<file path="src/rtl/ansi_pkg.sv">
// ----------------------------------------------------------------------------
// ANSI escape stripper package
// Byte codes, parser modes and beat types shared by the stripper's files.
// ----------------------------------------------------------------------------
package ansi_pkg;

   localparam logic [7:0]  CH_ESC         = 8'h1B;
   localparam logic [7:0]  CH_BEL         = 8'h07;
   localparam logic [7:0]  CH_CR          = 8'h0D;
   localparam logic [7:0]  CH_LBRACKET    = 8'h5B;
   localparam logic [7:0]  CH_RBRACKET    = 8'h5D;
   localparam logic [7:0]  FINAL_LO       = 8'h40;
   localparam logic [7:0]  FINAL_HI       = 8'h7E;
   localparam logic [15:0] CAPACITY_RESET = 16'd4096;

   typedef enum logic [2:0] {
      MODE_TEXT,
      MODE_ESC,
      MODE_CSI,
      MODE_OSC,
      MODE_OSC_ESC
   } parse_mode_type;

   typedef struct packed {
      logic [7:0] data_byte;
      logic       has_byte;
      logic       last;
   } req_item_type;

   typedef struct packed {
      logic        byte_valid;
      logic [7:0]  out_byte;
      logic        end_of_text;
      logic [15:0] total_count;
   } rsp_item_type;

endpackage

</file>
<file path="src/rtl/ansi_if.sv">
// ----------------------------------------------------------------------------
// ANSI stripper channels
// Valid/ready channels for raw input bytes and for filtered result beats.
// ----------------------------------------------------------------------------
interface ansi_req_if;
   logic       valid;
   logic       ready;
   logic [7:0] data_byte;
   logic       has_byte;
   logic       last;

   modport source (output valid, output data_byte, output has_byte, output last,
                   input ready);
   modport sink   (input valid, input data_byte, input has_byte, input last,
                   output ready);
endinterface

interface ansi_rsp_if;
   logic        valid;
   logic        ready;
   logic        byte_valid;
   logic [7:0]  out_byte;
   logic        end_of_text;
   logic [15:0] total_count;

   modport source (output valid, output byte_valid, output out_byte,
                   output end_of_text, output total_count, input ready);
   modport sink   (input valid, input byte_valid, input out_byte,
                   input end_of_text, input total_count, output ready);
endinterface

</file>
<file path="src/rtl/ansi_parser.sv">
// ----------------------------------------------------------------------------
// ANSI parser step
// Next parser mode, next emitted count and the result beat for one byte.
// ----------------------------------------------------------------------------
module ansi_parser
   import ansi_pkg::*;
(
   input  parse_mode_type mode_cur,
   input  logic [15:0]    count_cur,
   input  logic [15:0]    capacity,
   input  req_item_type   item,
   output parse_mode_type mode_next,
   output logic [15:0]    count_next,
   output rsp_item_type   result,
   output logic           result_valid
);

   logic [15:0] limit;
   logic        emit;

   // limit saturates at zero for a zero capacity
   assign limit = (capacity == 16'd0) ? 16'd0 : capacity - 16'd1;

   assign emit = item.has_byte && (mode_cur == MODE_TEXT) &&
                 (item.data_byte != CH_ESC) && (item.data_byte != CH_CR) &&
                 (count_cur < limit);

   // next state
   always_comb begin
      mode_next = mode_cur;
      if (item.has_byte) begin
         case (mode_cur)
            MODE_TEXT: begin
               if (item.data_byte == CH_ESC) mode_next = MODE_ESC;
            end
            MODE_ESC: begin
               if (item.data_byte == CH_LBRACKET)      mode_next = MODE_CSI;
               else if (item.data_byte == CH_RBRACKET) mode_next = MODE_OSC;
               else                                    mode_next = MODE_TEXT;
            end
            MODE_CSI: begin
               if (item.data_byte inside {[FINAL_LO:FINAL_HI]}) mode_next = MODE_TEXT;
            end
            MODE_OSC: begin
               if (item.data_byte == CH_BEL)      mode_next = MODE_TEXT;
               else if (item.data_byte == CH_ESC) mode_next = MODE_OSC_ESC;
            end
            default: begin
               mode_next = MODE_TEXT;
            end
         endcase
      end
      if (item.last) mode_next = MODE_TEXT;
   end

   // outputs
   always_comb begin
      result.byte_valid  = emit;
      result.out_byte    = emit ? item.data_byte : 8'd0;
      result.end_of_text = item.last;
      result.total_count = emit ? count_cur + 16'd1 : count_cur;
      result_valid       = emit || item.last;
      count_next         = item.last ? 16'd0 : result.total_count;
   end

endmodule

</file>
<file path="src/rtl/ansi_escape_stripper.sv">
// ----------------------------------------------------------------------------
// ANSI escape stripper
// Filters bytes to plain text; drops CR, escape sequences and overflow bytes.
// ----------------------------------------------------------------------------
//  channel | dir | handshake   | payload
//  --------+-----+-------------+-----------------------------------------------
//  req     | in  | valid/ready | data_byte[7:0], has_byte, last
//  rsp     | out | valid/ready | byte_valid, out_byte[7:0], end_of_text,
//          |     |             | total_count[15:0]
//  csr     | in  | write_en    | capacity[15:0]
//
//  One byte per cycle while rsp is not stalled; an input beat passes
//  through the input register, then the result register, before rsp
//  valid rises for its result.
//  The parser mode and emitted count update as a beat leaves the input
//  register, so consecutive bytes chain through one pass of parser logic.
//  Reset clears the mode, the count, both valid flags and sets capacity
//  to 4096.
//  A stalled rsp holds its beat and the input beat behind it, whether that
//  beat makes a result or not; req drops ready once the input register fills.
// ----------------------------------------------------------------------------
module ansi_escape_stripper
   import ansi_pkg::*;
(
   input  logic         clock,
   input  logic         reset,
   ansi_req_if.sink     req_chan,
   ansi_rsp_if.source   rsp_chan,
   input  logic         csr_write_enable,
   input  logic [15:0]  csr_write_data
);

   // input register
   logic           in_valid_ff, in_valid_in;
   req_item_type   in_item_ff;

   // parser state
   parse_mode_type mode_ff, mode_in;
   logic [15:0]    count_ff, count_in;
   logic [15:0]    capacity_ff;

   // result register
   logic           rsp_valid_ff, rsp_valid_in;
   rsp_item_type   rsp_item_ff;

   // parser outputs
   rsp_item_type   step_result;
   logic           step_result_valid;

   logic           req_accept;
   logic           rsp_accept;
   logic           advance;

   // Advance the input beat when the result register is free or being taken;
   // a beat without a result advances on the same terms.
   assign advance    = in_valid_ff && (!rsp_valid_ff || rsp_chan.ready);
   assign req_chan.ready = !in_valid_ff || advance;
   assign req_accept = req_chan.valid && req_chan.ready;
   assign rsp_accept = rsp_valid_ff && rsp_chan.ready;

   assign in_valid_in = req_accept || (in_valid_ff && !advance);

   always_comb begin
      rsp_valid_in = rsp_valid_ff && !rsp_accept;
      if (advance && step_result_valid) rsp_valid_in = 1'b1;
   end

   ansi_parser u_parser (
      .mode_cur     (mode_ff),
      .count_cur    (count_ff),
      .capacity     (capacity_ff),
      .item         (in_item_ff),
      .mode_next    (mode_in),
      .count_next   (count_in),
      .result       (step_result),
      .result_valid (step_result_valid)
   );

   // control state
   always_ff @(posedge clock) begin
      if (reset) begin
         in_valid_ff  <= 1'b0;
         rsp_valid_ff <= 1'b0;
         mode_ff      <= MODE_TEXT;
         count_ff     <= 16'd0;
         capacity_ff  <= CAPACITY_RESET;
      end else begin
         in_valid_ff  <= in_valid_in;
         rsp_valid_ff <= rsp_valid_in;
         if (advance) begin
            mode_ff  <= mode_in;
            count_ff <= count_in;
         end
         if (csr_write_enable) capacity_ff <= csr_write_data;
      end
   end

   // payload: hold until the next beat lands
   always_ff @(posedge clock) begin
      if (req_accept) begin
         in_item_ff.data_byte <= req_chan.data_byte;
         in_item_ff.has_byte  <= req_chan.has_byte;
         in_item_ff.last      <= req_chan.last;
      end
      if (advance && step_result_valid) rsp_item_ff <= step_result;
   end

   assign rsp_chan.valid       = rsp_valid_ff;
   assign rsp_chan.byte_valid  = rsp_item_ff.byte_valid;
   assign rsp_chan.out_byte    = rsp_item_ff.out_byte;
   assign rsp_chan.end_of_text = rsp_item_ff.end_of_text;
   assign rsp_chan.total_count = rsp_item_ff.total_count;

   // a closing beat leaves the parser at the start of a fresh text
   a_close_resets: assert property (@(posedge clock) disable iff (reset)
      advance && in_item_ff.last |=> mode_ff == MODE_TEXT && count_ff == 16'd0)
      else $error("close did not reset parser state");

   // the emitted count grows by at most one per beat
   a_count_step: assert property (@(posedge clock) disable iff (reset)
      advance && !in_item_ff.last |=>
         count_ff == $past(count_ff) || count_ff == $past(count_ff) + 16'd1)
      else $error("emitted count jumped");

   // every result beat carries a byte or closes the text
   a_rsp_reason: assert property (@(posedge clock) disable iff (reset)
      rsp_valid_ff |-> rsp_item_ff.byte_valid || rsp_item_ff.end_of_text)
      else $error("empty result beat");

   // an emitted byte is always counted
   a_rsp_count: assert property (@(posedge clock) disable iff (reset)
      rsp_valid_ff && rsp_item_ff.byte_valid |-> rsp_item_ff.total_count != 16'd0)
      else $error("emitted byte with zero count");

endmodule

</file>
<file path="src/flat_wrapper.sv">
// flat-port wrapper written by rule: the top's interface ports become plain ports
module ansi_escape_stripper_flat import ansi_pkg::*;
  (clock, reset, csr_write_enable, csr_write_data, req_chan_valid, req_chan_data_byte, req_chan_has_byte, req_chan_last, req_chan_ready, rsp_chan_valid, rsp_chan_byte_valid, rsp_chan_out_byte, rsp_chan_end_of_text, rsp_chan_total_count, rsp_chan_ready);
  ansi_req_if req_chan_i ();
  ansi_rsp_if rsp_chan_i ();
  input  logic clock;
  input  logic reset;
  input  logic csr_write_enable;
  input  logic [15:0] csr_write_data;
  input wire logic [$bits(req_chan_i.valid)-1:0] req_chan_valid;
  input wire logic [$bits(req_chan_i.data_byte)-1:0] req_chan_data_byte;
  input wire logic [$bits(req_chan_i.has_byte)-1:0] req_chan_has_byte;
  input wire logic [$bits(req_chan_i.last)-1:0] req_chan_last;
  output wire logic [$bits(req_chan_i.ready)-1:0] req_chan_ready;
  output wire logic [$bits(rsp_chan_i.valid)-1:0] rsp_chan_valid;
  output wire logic [$bits(rsp_chan_i.byte_valid)-1:0] rsp_chan_byte_valid;
  output wire logic [$bits(rsp_chan_i.out_byte)-1:0] rsp_chan_out_byte;
  output wire logic [$bits(rsp_chan_i.end_of_text)-1:0] rsp_chan_end_of_text;
  output wire logic [$bits(rsp_chan_i.total_count)-1:0] rsp_chan_total_count;
  input wire logic [$bits(rsp_chan_i.ready)-1:0] rsp_chan_ready;
  assign req_chan_i.valid = req_chan_valid;
  assign req_chan_i.data_byte = req_chan_data_byte;
  assign req_chan_i.has_byte = req_chan_has_byte;
  assign req_chan_i.last = req_chan_last;
  assign req_chan_ready = req_chan_i.ready;
  assign rsp_chan_valid = rsp_chan_i.valid;
  assign rsp_chan_byte_valid = rsp_chan_i.byte_valid;
  assign rsp_chan_out_byte = rsp_chan_i.out_byte;
  assign rsp_chan_end_of_text = rsp_chan_i.end_of_text;
  assign rsp_chan_total_count = rsp_chan_i.total_count;
  assign rsp_chan_i.ready = rsp_chan_ready;
  ansi_escape_stripper u_core (.clock(clock), .reset(reset), .req_chan(req_chan_i), .rsp_chan(rsp_chan_i), .csr_write_enable(csr_write_enable), .csr_write_data(csr_write_data));
endmodule
</file>
<file path="config.mk">
export PLATFORM = sky130hd
export DESIGN_NAME = ansi_escape_stripper_flat
export DESIGN_NICKNAME = d
export VERILOG_FILES = /design/src/rtl/ansi_pkg.sv /design/src/rtl/ansi_if.sv /design/src/rtl/ansi_parser.sv /design/src/rtl/ansi_escape_stripper.sv /design/src/flat_wrapper.sv
export SDC_FILE = /design/constraint.sdc
export NUM_CORES = 1
export LEC_CHECK = 0
export BUFFER_PORTS_ARGS = -buffer_cell sky130_fd_sc_hd__buf_2
export CORE_MARGIN = 5
export CORE_UTILIZATION = 57
export DETAILED_ROUTE_END_ITERATION = 8
export GPL_TIMING_DRIVEN = 0
export PLACE_DENSITY = 0.83
export SYNTH_ARGS = -nofsm -noshare
export SYNTH_HDL_FRONTEND = slang
export SYNTH_SLANG_ARGS = --single-unit
</file>
<file path="constraint.sdc">
create_clock -name clock -period 5.9 [get_ports clock]
set_clock_uncertainty 0.1 [all_clocks]
set_input_delay 0.59 -clock clock [delete_from_list [all_inputs] [get_ports clock]]
set_output_delay 0.59 -clock clock [all_outputs]
set_load 0.01 [all_outputs]
</file>
==> results.sh, run 1 <==
export IMPL_cts_hold_buf=0
export IMPL_remaining_drc_errors=0
export IMPL_hold_viol_final=0
export IMPL_number_of_synthesized_flops_with_an_enable_pin=36
export IMPL_worst_slew_margin_relative_to_its_limit=0.553
export IMPL_synth_top_cell_by_area="sky130_fd_sc_hd__edfxtp_1"
export IMPL_fin_nets=528
export IMPL_synth_top_cells_by_area="sky130_fd_sc_hd__edfxtp_1 27%, sky130_fd_sc_hd__dfxtp_1 18%, sky130_fd_sc_hd__ha_1 5.6%, sky130_fd_sc_hd__mux2i_1 5.4%, sky130_fd_sc_hd__nand2_1 5.4%"
export IMPL_timing_critical_path_cells="inv_1, ha_1, and3b_1, nand4b_1, clkbuf_1, nand2_1, ha_1, a21oi_1, o21ai_0, a21oi_2, a41oi_1, nor2_2, buf_8"
export IMPL_ports_placed_on_the_boundary=59
export IMPL_clk_pin_slew_ps=80
export IMPL_antennaDiodeCount=0
export IMPL_route_vias_total=3302
export IMPL_cts_made_buffers=9
export IMPL_grt_pass1_vias=3084
export IMPL_wl_um=8620
export IMPL_synth_seq_cells=73
export IMPL_period_minus_slack_ps=3840
export IMPL_ff2ff_setup_slack_ps=2060
export IMPL_htree_num_levels=3
export IMPL_num_rows=30
export IMPL_clk_latency_ps=350
export IMPL_timing_worst_setup_path_type="flop to flop"
export IMPL_worstRegToRegCells=13
export IMPL_post_drt_wl_per_cell_um=14.9
export IMPL_async_sr_flop_fraction=0
export IMPL_grt_first_pass_wirelength_um=14500
export IMPL_maxClockFrequency_mhz=260
export IMPL_synth_avg_cell_area_um2=9.85
export IMPL_grt_remaining_overflow=0
export IMPL_synthesis_nets=460
export IMPL_worst_slew_pin_transition_ps=670
export IMPL_critical_path_max_stage_delay_ps=550
export IMPL_drt_pass1_iterations=5
export IMPL_port_buffers=56
export IMPL_synth_warning_count=0
export IMPL_post_route_m1_wl_um=3920
export IMPL_slew_violations=0
export IMPL_grt_max_degree=15
export IMPL_fin_ws_ps=2060
export IMPL_max_cap_viol_count=0
export IMPL_worst_setup_path_startpoint="u_core.capacity_ff[0]"
export IMPL_yosys_cell_count_top_type="sky130_fd_sc_hd__nand2_1"
export IMPL_finalCritPeriodShare=0.652
export IMPL_area_growth_syn_to_layout_pct=14.5
export IMPL_topRoutingLayerUsed="met4"
export IMPL_gp_congestion=0.866
export IMPL_dp_worst_setup_slack_ps=2050
export IMPL_min_delay_path_class="input pin to flop"
export IMPL_crit_required_ps=5860
export IMPL_tritoncts="yes"
export IMPL_outcome="completed"
export IMPL_cts_buffer_depth=2
export IMPL_critPathSlowestCell="sky130_fd_sc_hd__nor2_2"
export IMPL_mappedNetlistArea_um2=4050
export IMPL_met3_length_um=523
export IMPL_leakagePower_nw=1.88
export IMPL_die_w_um=94.3
export IMPL_power_per_cell_area_nw_per_um2=226
export IMPL_regToRegEndpoint="u_core.rsp_chan.total_count[8]"
export IMPL_detail_route_vias_per_cell=5.69
export IMPL_synth_top_cells_by_count="58 x sky130_fd_sc_hd__nand2_1, 39 x sky130_fd_sc_hd__nor2_1, 37 x sky130_fd_sc_hd__dfxtp_1, 36 x sky130_fd_sc_hd__edfxtp_1, 22 x sky130_fd_sc_hd__mux2i_1"
export IMPL_detail_route_iter0_violations=269
export IMPL_setup_viol=0
export IMPL_worst_path_max_fanout=14
export IMPL_finalSetupTns_ps=0
export IMPL_syn_instance_count=411
export IMPL_design_die_area_um2=8880
export IMPL_routed_wl_met2_um=4040
export IMPL_antenna_found_initial=0
export IMPL_numClockSinks=73
export IMPL_critical_path_top_cell_by_count="sky130_fd_sc_hd__ha_1"
export IMPL_cts_repair_resize_count=0
export IMPL_initial_utilization=0.589
export IMPL_share_of_final_layout_standard_cells_stronger_than_drive_strength_1=0.190
export IMPL_layout_cell_area_non_filler_um2=4630
export IMPL_clock_root_buffer="sky130_fd_sc_hd__clkbuf_8"
export IMPL_die_height_um=94.3
export IMPL_post_cts_repair_setup_buffers=0
export IMPL_grt_setup_unrepaired="false"
export IMPL_route_antenna_remaining_nets=0
export IMPL_seq_area_frac_synth=0.450
export IMPL_coreArea_um2=6870
export IMPL_crit_path_end_kind="flop"
export IMPL_worst_setup_path_endpoint="u_core.rsp_chan.total_count[8]"
export IMPL_yosys_cell_types_count=61
export IMPL_rr_startpoint="u_core.capacity_ff[0]"
export IMPL_dominantRegCellSynth="sky130_fd_sc_hd__dfxtp_1"
export IMPL_hpwlAfterDp_um=6540
export IMPL_peakVddDrop_mv=0.160
export IMPL_groute_usage_overall=0.206
export IMPL_synth_top_cell_area_share=0.267
export IMPL_arrival_ps=3800
export IMPL_crit_path_start_kind="flop"
export IMPL_placedInstanceArea_um2=4460
where the power goes:
part | internal (mW) | switching, mW | total, mW
Sequential | 0.552 | 0.0175 | 0.570
Combinational | 0.0563 | 0.0773 | 0.134
Clock | 0.152 | 0.190 | 0.342
logic make-up (layout without fill, tap and decap cells):
kind of cell	count (synthesis)	after routing	share of synthesized area
mux	22	22	0.0544
buf+inv	24	97	0.0247
fa+ha+maj	18	18	0.0557
xor+xnor	26	26	0.0563
compound gates	55	55	0.0952
flops	73	73	0.450
simple gates	193	193	0.263
layout by cell type (no fill, tap or decap), types with 6 or more instances in the layout:
master	n
sky130_fd_sc_hd__a21oi_1	16
sky130_fd_sc_hd__and2_1	12
sky130_fd_sc_hd__buf_2	58
sky130_fd_sc_hd__clkbuf_1	14
sky130_fd_sc_hd__clkbuf_8	9
sky130_fd_sc_hd__dfxtp_1	37
sky130_fd_sc_hd__edfxtp_1	36
sky130_fd_sc_hd__ha_1	18
sky130_fd_sc_hd__inv_1	6
sky130_fd_sc_hd__mux2i_1	22
sky130_fd_sc_hd__nand2_1	58
sky130_fd_sc_hd__nand3_1	13
sky130_fd_sc_hd__nand4_1	8
sky130_fd_sc_hd__nor2_1	38
sky130_fd_sc_hd__nor2b_1	7
sky130_fd_sc_hd__nor3_1	8
sky130_fd_sc_hd__nor4_1	12
sky130_fd_sc_hd__o21ai_0	12
sky130_fd_sc_hd__xnor2_1	11
sky130_fd_sc_hd__xor2_1	15
how the worst min path moves through the flow:
stage	startpoint	endpoint	slack, ps	cells past startpoint
3_5_place_dp	u_core.in_item_ff[0]	u_core.rsp_chan.end_of_text	400	0
4_1_cts	req_chan_data_byte[7]	u_core.in_item_ff[9]	310	1
5_1_grt	req_chan_data_byte[7]	u_core.in_item_ff[9]	300	1
3_3_place_gp	u_core.in_item_ff[0]	u_core.rsp_chan.end_of_text	400	0
2_1_floorplan	u_core.in_item_ff[0]	u_core.rsp_chan.end_of_text	320	0
6_report	req_chan_data_byte[7]	u_core.in_item_ff[9]	310	1
per-layer routing:
metal	up-vias	track usage
met3	12	0.0321
met2	109	0.336
met5	-	0
met4	0	0.0674
met1	1544	0.280
li1	1637	-
flip-flops by register name, summed over array words and instances (netlist names):
register	flops
u_core.rsp_chan.end_of_text	1
u_core.rsp_chan.out_byte	8
u_core.in_valid_ff	1
u_core.capacity_ff	16
u_core.rsp_chan.byte_valid	1
u_core.rsp_chan.valid	1
u_core.mode_ff	3
u_core.rsp_chan.total_count	16
u_core.count_ff	16
u_core.in_item_ff	10
worst max-delay path: cells and delay by family, from the launching register on:
family / cells / cell delay (ps)
buffers and inverters: 3 / 650
flip-flops: 1 / 410
AND/OR/NAND/NOR: 4 / 990
AO/OA/AOI/OAI: 4 / 870
adder cells (fa/ha/maj): 2 / 540
stage by stage:
| stage | util | cells | hold WS [ps] | power (mW) |
|---|---|---|---|---|
| finish | 0.675 | 580 | 312 | 1.05 |
| global route | 0.675 | 580 | 301 | 1.10 |
| CTS | 0.675 | 580 | 306 | 1.05 |
| detailed placement | 0.650 | 564 | 401 | 0.714 |
| global placement | 0.647 | 563 | 403 | 0.705 |
| floorplan | - | 411 | 324 | 0.671 |
layout make-up:
type                    count  area (um^2)
multi-input cells         314         2130
flip-flops and latches     73         1820
fillers                   564         2230
well taps                  96          120
clock buffers               9          124
repair buffers             57          295
clock inverters             7         46.3
plain buffers              17         73.8
inverters                   7         26.3
Power figures use the tool's default switching activity.
==> run 2, diff against run 1 <==
==> constraint.sdc (replaced) <==
create_clock -name clock -period 3.8 [get_ports clock]
set_clock_uncertainty 0.1 [all_clocks]
set_input_delay 0.38 -clock clock [delete_from_list [all_inputs] [get_ports clock]]
set_output_delay 0.38 -clock clock [all_outputs]
set_load 0.01 [all_outputs]
==> run 2 against run 1 <==
Compared with the run above:
- clock-buffer cell count increased by 2
- cell area increased by 2.4%
- register-to-register slack got worse by 1800 ps
- hold slack got worse by 220 ps
==> results.sh, run 2 (synthesized netlist as in run 1, its figures left out) <==
export IMPL_peakVddDrop_mv=0.203
export IMPL_outcome="completed"
export IMPL_wl_um=8800
export IMPL_place_inst=563
export IMPL_groute_usage_overall=0.214
export IMPL_placedInstanceArea_um2=4450
export IMPL_cts_made_buffers=9
export IMPL_hold_viol_final=0
export IMPL_swShare=0.251
export IMPL_post_drt_wl_per_cell_um=15.1
export IMPL_fin_ws_ps=222
export IMPL_layout_cells_most_common="sky130_fd_sc_hd__buf_2"
export IMPL_design_die_area_um2=8880
export IMPL_timing_critical_path_cells="nor4_4, and2_1, nand2_1, nor3_1, mux2i_1, ha_1, nand2_1, nor4_4, o2111ai_4, nand4_4, inv_2, clkbuf_1, and2_1"
export IMPL_worst_slew_margin_relative_to_its_limit=0.562
export IMPL_clk_latency_ps=360
export IMPL_min_delay_path_class="input pin to flop"
export IMPL_layout_core_utilization=0.691
export IMPL_route_vias_total=3327
export IMPL_power_per_cell_area_nw_per_um2=371
export IMPL_num_rows=30
export IMPL_crit_path_end_kind="flop"
export IMPL_power_total_mw=1.76
export IMPL_grt_max_degree=14
export IMPL_grt_setup_unrepaired="false"
export IMPL_worst_path_max_fanout=10
export IMPL_clk_pin_slew_ps=70
export IMPL_htree_num_levels=3
export IMPL_initial_utilization=0.589
export IMPL_hpwlAfterDp_um=6430
export IMPL_maxClockFrequency_mhz=280
export IMPL_share_of_final_layout_standard_cells_stronger_than_drive_strength_1=0.205
export IMPL_port_buffers=56
export IMPL_finalCritPeriodShare=0.942
export IMPL_cts_buffer_depth=2
export IMPL_sequentialPowerShare=0.502
export IMPL_period_minus_slack_ps=3580
export IMPL_most_common_layout_cells="58 x sky130_fd_sc_hd__buf_2, 56 x sky130_fd_sc_hd__nand2_1, 38 x sky130_fd_sc_hd__nor2_1"
export IMPL_finalNonFillerCells=584
export IMPL_dp_worst_setup_slack_ps=-387
export IMPL_power_share_clock=0.372
export IMPL_detail_route_iter0_violations=295
export IMPL_finalSetupTns_ps=0
export IMPL_numClockSinks=73
export IMPL_timing_worst_setup_path_type="flop to flop"
export IMPL_detail_route_vias_per_cell=5.70
export IMPL_fin_nets=532
export IMPL_worst_slew_pin_transition_ps=658
export IMPL_area_growth_syn_to_layout_pct=17.3
export IMPL_clock_root_buffer="sky130_fd_sc_hd__clkbuf_8"
export IMPL_leakagePower_nw=1.93
export IMPL_fillerInstances=535
export IMPL_critical_path_max_stage_delay_ps=420
export IMPL_switching_power_uw=441
export IMPL_antennaDiodeCount=0
export IMPL_tritoncts="yes"
export IMPL_arrival_ps=3590
export IMPL_die_w_um=94.3
export IMPL_grt_pass1_vias=3208
export IMPL_whs_ps=94.8
export IMPL_layout_cell_area_non_filler_um2=4750
export IMPL_grt_first_pass_wirelength_um=14900
export IMPL_max_cap_viol_count=0
export IMPL_cts_hold_buf=0
export IMPL_coreArea_um2=6870
export IMPL_slew_violations=0
export IMPL_cell_internal_pwr_mw=1.32
export IMPL_setup_viol=0
export IMPL_power_combinational_fraction=0.125
export IMPL_die_height_um=94.3
export IMPL_gp_congestion=0.868
export IMPL_drt_pass1_iterations=5
export IMPL_critPathSlowestCell="sky130_fd_sc_hd__nor4_4"
export IMPL_antenna_found_initial=0
export IMPL_crit_required_ps=3810
export IMPL_remaining_drc_errors=0
export IMPL_ports_placed_on_the_boundary=59
export IMPL_grt_remaining_overflow=0
export IMPL_route_antenna_remaining_nets=0
export IMPL_crit_path_start_kind="flop"
run 2: path summary, 6_finish.rpt:
path                                       startpoint                           to  slack (ps)  cells after the start
worst max-delay path            u_core.capacity_ff[2]  u_core.rsp_chan.out_byte[6]         220                     13
worst min-delay path            req_chan_data_byte[6]         u_core.in_item_ff[8]          90                      1
worst max register to register  u_core.capacity_ff[2]  u_core.rsp_chan.out_byte[6]         220                     13
worst min register to register   u_core.in_item_ff[0]  u_core.rsp_chan.end_of_text         430                      0
run 2: layer usage:
metal	up-vias	wire [um]	global-route usage	share of wire
met2	120	4140	0.352	0.47
met4	0	250	0.101	0.028
met3	20	634	0.0409	0.072
met1	1538	3770	0.271	0.43
met5	-	0	0	0
li1	1649	-	-	-
run 2: worst max-delay path, delay by kind of cell, from the launching register on:
| kind | cells | cell delay (ps) |
|---|---|---|
| buffers and inverters | 2 | 320 |
| DFF | 1 | 390 |
| AOI/OAI and AO/OA | 1 | 270 |
| adders and majority gates | 1 | 280 |
| muxes | 1 | 130 |
| and+or+nand+nor | 8 | 1850 |
run 2: final cells by class:
class                   count  area, um^2  share of cell area
plain buffers              17        75.1              0.0158
inverters                   7        26.3             0.00554
clock buffers              11         131              0.0277
flip-flops and latches     73        1820               0.384
multi-input cells         315        2170               0.457
repair buffers             60         323              0.0680
well taps                  96         120              0.0253
clock inverters             5        80.1              0.0169
run 2: power groups by stage:
stage	Combinational [mW]	Sequential (mW)	Clock, mW
finish	0.220	0.884	0.655
global route	0.246	0.888	0.702
CTS	0.211	0.884	0.664
detailed placement	0.205	0.902	0
global placement	0.196	0.900	0
floorplan	0.138	0.904	0
run 2: repair_timing:
| item | CTS | global route |
|---|---|---|
| resized for setup | 4 | 5 |
| pin swaps | 1 | 2 |
| setup endpoints to repair | 26 | 59 |
| gates cloned | 1 | 0 |
| setup buffers | 0 | 4 |
==> run 3, diff against run 2 <==
--- a/config.mk
+++ b/config.mk
@@ -5,6 +5,7 @@
 export SDC_FILE = /design/constraint.sdc
 export NUM_CORES = 1
 export LEC_CHECK = 0
+export ABC_AREA = 1
 export BUFFER_PORTS_ARGS = -buffer_cell sky130_fd_sc_hd__buf_2
 export CORE_MARGIN = 5
 export CORE_UTILIZATION = 57
==> run 3 against run 2 <==
Compared with the run above:
- via count is 9.3% higher
- setup slack better by 34 ps
- cell count is 16% higher
- global-route usage is 0.94 points higher
- critical path depth is 7 higher
- sequential cell count stayed put
- die area is 0.55% lower
- fmax is 0.97% higher
- critical endpoint is now u_core.rsp_chan.out_byte[0]
- sequential share of layout area stayed put
- largest power group unchanged
- combinational power is 4% lower
- clock power is 7.2% lower
==> results.sh, run 3 <==
export IMPL_outcome="completed"
export IMPL_finalCritPeriodShare=0.932
export IMPL_dominantRegCellSynth="sky130_fd_sc_hd__dfxtp_1"
export IMPL_fillerInstances=579
export IMPL_critPathSlowestCell="sky130_fd_sc_hd__dfxtp_1"
export IMPL_crit_path_start_kind="flop"
export IMPL_timing_critical_path_cells="nor2_4, inv_2, nor4_4, nand2_1, nor2_2, nand2_2, nor3_4, nand3_1, nor2_1, xor2_1, nand2_1, ha_1, a21oi_1, o21ai_0, a21oi_2, nand3_4, nand2_1, nand2_2, clkinvlp_4, buf_4"
export IMPL_antennaDiodeCount=0
export IMPL_port_buffers=58
export IMPL_rr_startpoint="u_core.capacity_ff[2]"
export IMPL_clock_root_buffer="sky130_fd_sc_hd__clkbuf_8"
export IMPL_clk_pin_slew_ps=80
export IMPL_period_minus_slack_ps=3540
export IMPL_route_vias_total=3635
export IMPL_synth_seq_cells=73
export IMPL_crit_path_end_kind="flop"
export IMPL_critical_path_top_cell_by_count="sky130_fd_sc_hd__nand2_1"
export IMPL_die_height_um=94.0
export IMPL_slew_violations=0
export IMPL_coreArea_um2=6830
export IMPL_async_sr_flop_fraction=0
export IMPL_fin_nets=628
export IMPL_yosys_cell_types_count=36
export IMPL_regToRegEndpoint="u_core.rsp_chan.out_byte[0]"
export IMPL_layout_core_utilization=0.695
export IMPL_clk_latency_ps=350
export IMPL_most_common_layout_cells="105 x sky130_fd_sc_hd__nand2_1, 60 x sky130_fd_sc_hd__buf_2, 57 x sky130_fd_sc_hd__nor2_1"
export IMPL_min_delay_path_class="input pin to flop"
export IMPL_htree_num_levels=3
export IMPL_numClockSinks=73
export IMPL_synth_avg_cell_area_um2=8.03
export IMPL_drt_pass1_iterations=5
export IMPL_grt_pass1_vias=3470
export IMPL_arrival_ps=3510
export IMPL_area_growth_syn_to_layout_pct=18.0
export IMPL_worst_slew_margin_relative_to_its_limit=0.594
export IMPL_cts_made_buffers=9
export IMPL_peakVddDrop_mv=0.243
export IMPL_path_delay_family="simple AND/OR/NAND/NOR gates"
export IMPL_layout_cells_most_common="sky130_fd_sc_hd__nand2_1"
export IMPL_design_die_area_um2=8840
export IMPL_antenna_found_initial=0
export IMPL_cts_hold_buf=0
export IMPL_groute_usage_overall=0.224
export IMPL_gp_congestion=0.939
export IMPL_maxClockFrequency_mhz=282
export IMPL_synth_top_cell_by_area="sky130_fd_sc_hd__edfxtp_1"
export IMPL_power_per_cell_area_nw_per_um2=358
export IMPL_worst_setup_path_endpoint="u_core.rsp_chan.out_byte[0]"
export IMPL_critical_path_max_stage_delay_ps=370
export IMPL_seq_area_frac_synth=0.453
export IMPL_worst_slew_pin_transition_ps=609
export IMPL_worst_setup_path_startpoint="u_core.capacity_ff[2]"
export IMPL_area_of_the_multi_input_gates_um2=1930
export IMPL_timing_critical_path_buf_inv=3
export IMPL_tritoncts="yes"
export IMPL_syn_instance_count=501
export IMPL_hpwlAfterDp_um=6920
export IMPL_ports_placed_on_the_boundary=59
export IMPL_number_of_synthesized_flops_with_an_enable_pin=36
export IMPL_synth_top_cells_by_count="106 x sky130_fd_sc_hd__nand2_1, 57 x sky130_fd_sc_hd__inv_1, 57 x sky130_fd_sc_hd__nor2_1, 37 x sky130_fd_sc_hd__dfxtp_1, 36 x sky130_fd_sc_hd__edfxtp_1"
export IMPL_cp_depth=20
export IMPL_wl_um=9470
export IMPL_post_drt_wl_per_cell_um=13.9
export IMPL_detail_route_iter0_violations=211
export IMPL_power_total_mw=1.70
export IMPL_max_cap_viol_count=0
export IMPL_ff2ff_setup_slack_ps=260
export IMPL_mappedNetlistArea_um2=4020
export IMPL_grt_max_degree=14
export IMPL_setup_viol=0
export IMPL_grt_setup_unrepaired="false"
export IMPL_share_of_final_layout_standard_cells_stronger_than_drive_strength_1=0.200
export IMPL_die_w_um=94.0
export IMPL_cts_buffer_depth=2
export IMPL_timing_worst_setup_path_type="flop to flop"
export IMPL_worst_path_max_fanout=7
export IMPL_grt_remaining_overflow=0
export IMPL_synth_top_cells_by_area="sky130_fd_sc_hd__edfxtp_1 27%, sky130_fd_sc_hd__dfxtp_1 18%, sky130_fd_sc_hd__nand2_1 9.9%, sky130_fd_sc_hd__ha_1 5.6%, sky130_fd_sc_hd__inv_1 5.3%"
export IMPL_yosys_cell_count_top_type="sky130_fd_sc_hd__nand2_1"
export IMPL_route_antenna_remaining_nets=0
export IMPL_initial_utilization=0.589
export IMPL_remaining_drc_errors=0
export IMPL_place_inst=655
export IMPL_fin_ws_ps=257
export IMPL_whs_ps=98.3
export IMPL_worstRegToRegCells=20
export IMPL_hold_viol_final=0
export IMPL_detail_route_vias_per_cell=5.35
export IMPL_num_rows=30
export IMPL_crit_required_ps=3770
export IMPL_leakagePower_nw=2.18
export IMPL_grt_first_pass_wirelength_um=15600
export IMPL_synth_warning_count=0
export IMPL_footprint_of_the_flip_flops_and_latches_um2=1820
export IMPL_synth_top_cell_area_share=0.269
export IMPL_finalNonFillerCells=680
export IMPL_synthesis_nets=550
export IMPL_dp_worst_setup_slack_ps=-644
[run 3: cell count changes in the layout (fill, tap and decap cells not counted), moves of 10 or more]
cell	delta
sky130_fd_sc_hd__nor2_1	+19
sky130_fd_sc_hd__nand4_1	+11
sky130_fd_sc_hd__o21ai_0	+11
sky130_fd_sc_hd__mux2i_1	-22
sky130_fd_sc_hd__inv_1	+50
sky130_fd_sc_hd__nand2_1	+49
sky130_fd_sc_hd__a21oi_1	+15
sky130_fd_sc_hd__nor4_1	-10
sky130_fd_sc_hd__nand3_1	+19
[run 3: kinds of logic after synthesis]
logic type,after synthesis,share of synthesized area
xor gates and xnor gates,17,0.0370
buffers and inverters,73,0.0744
adders and majority gates,18,0.0560
and+or+nand+nor,261,0.303
DFF,73,0.453
AOI/OAI and AO/OA,59,0.0762
[run 3: area by class of cell]
cell class	instances	area share
multi-input cells	355	0.407
flip-flops and latches	73	0.384
repair buffers	67	0.0780
inverters	58	0.0467
clock buffers	9	0.0261
well taps	96	0.0253
plain buffers	14	0.0166
clock inverters	7	0.0150
repair inverters	1	0.00158
[run 3: per-layer routing]
layer  track usage  vias to the layer above  share of wire
li1              -                     1822              -
met1         0.275                     1657           0.42
met2         0.395                      142           0.50
met3        0.0353                       14          0.060
met4        0.0794                        0          0.014
met5             0                        -              0
[run 3: how the worst min path moves through the flow]
stage | start | end | depth (start not counted)
finish | req_chan_data_byte[2] | u_core.in_item_ff[4] | 1
global route | req_chan_has_byte | u_core.in_item_ff[1] | 1
CTS | req_chan_data_byte[2] | u_core.in_item_ff[4] | 1
detailed placement | u_core.mode_ff[1] | u_core.mode_ff[1] | 2
global placement | u_core.mode_ff[2] | u_core.mode_ff[2] | 2
floorplan | reset | u_core.mode_ff[0] | 1
[run 3: metrics by stage]
step | TNS [ps] | cell area [um^2]
2_1_floorplan | 0 | 4020
3_3_place_gp | -14530 | 4430
3_5_place_dp | -18420 | 4430
4_1_cts | 0 | 4680
5_1_grt | 0 | 4750
6_report | 0 | 4750
[run 3: power breakdown]
group	leakage (nW)	switching (mW)	total, mW	internal, mW
clock network	0.0929	0.306	0.608	0.302
logic	1.42	0.128	0.211	0.0829
registers	0.664	0.0269	0.881	0.854
[run 3: timing repair]
action	CTS	global route
resized for setup	6	4
setup buffers	4	6
endpoints found under the setup margin	50	46
pin swaps	0	2
cloned	1	0
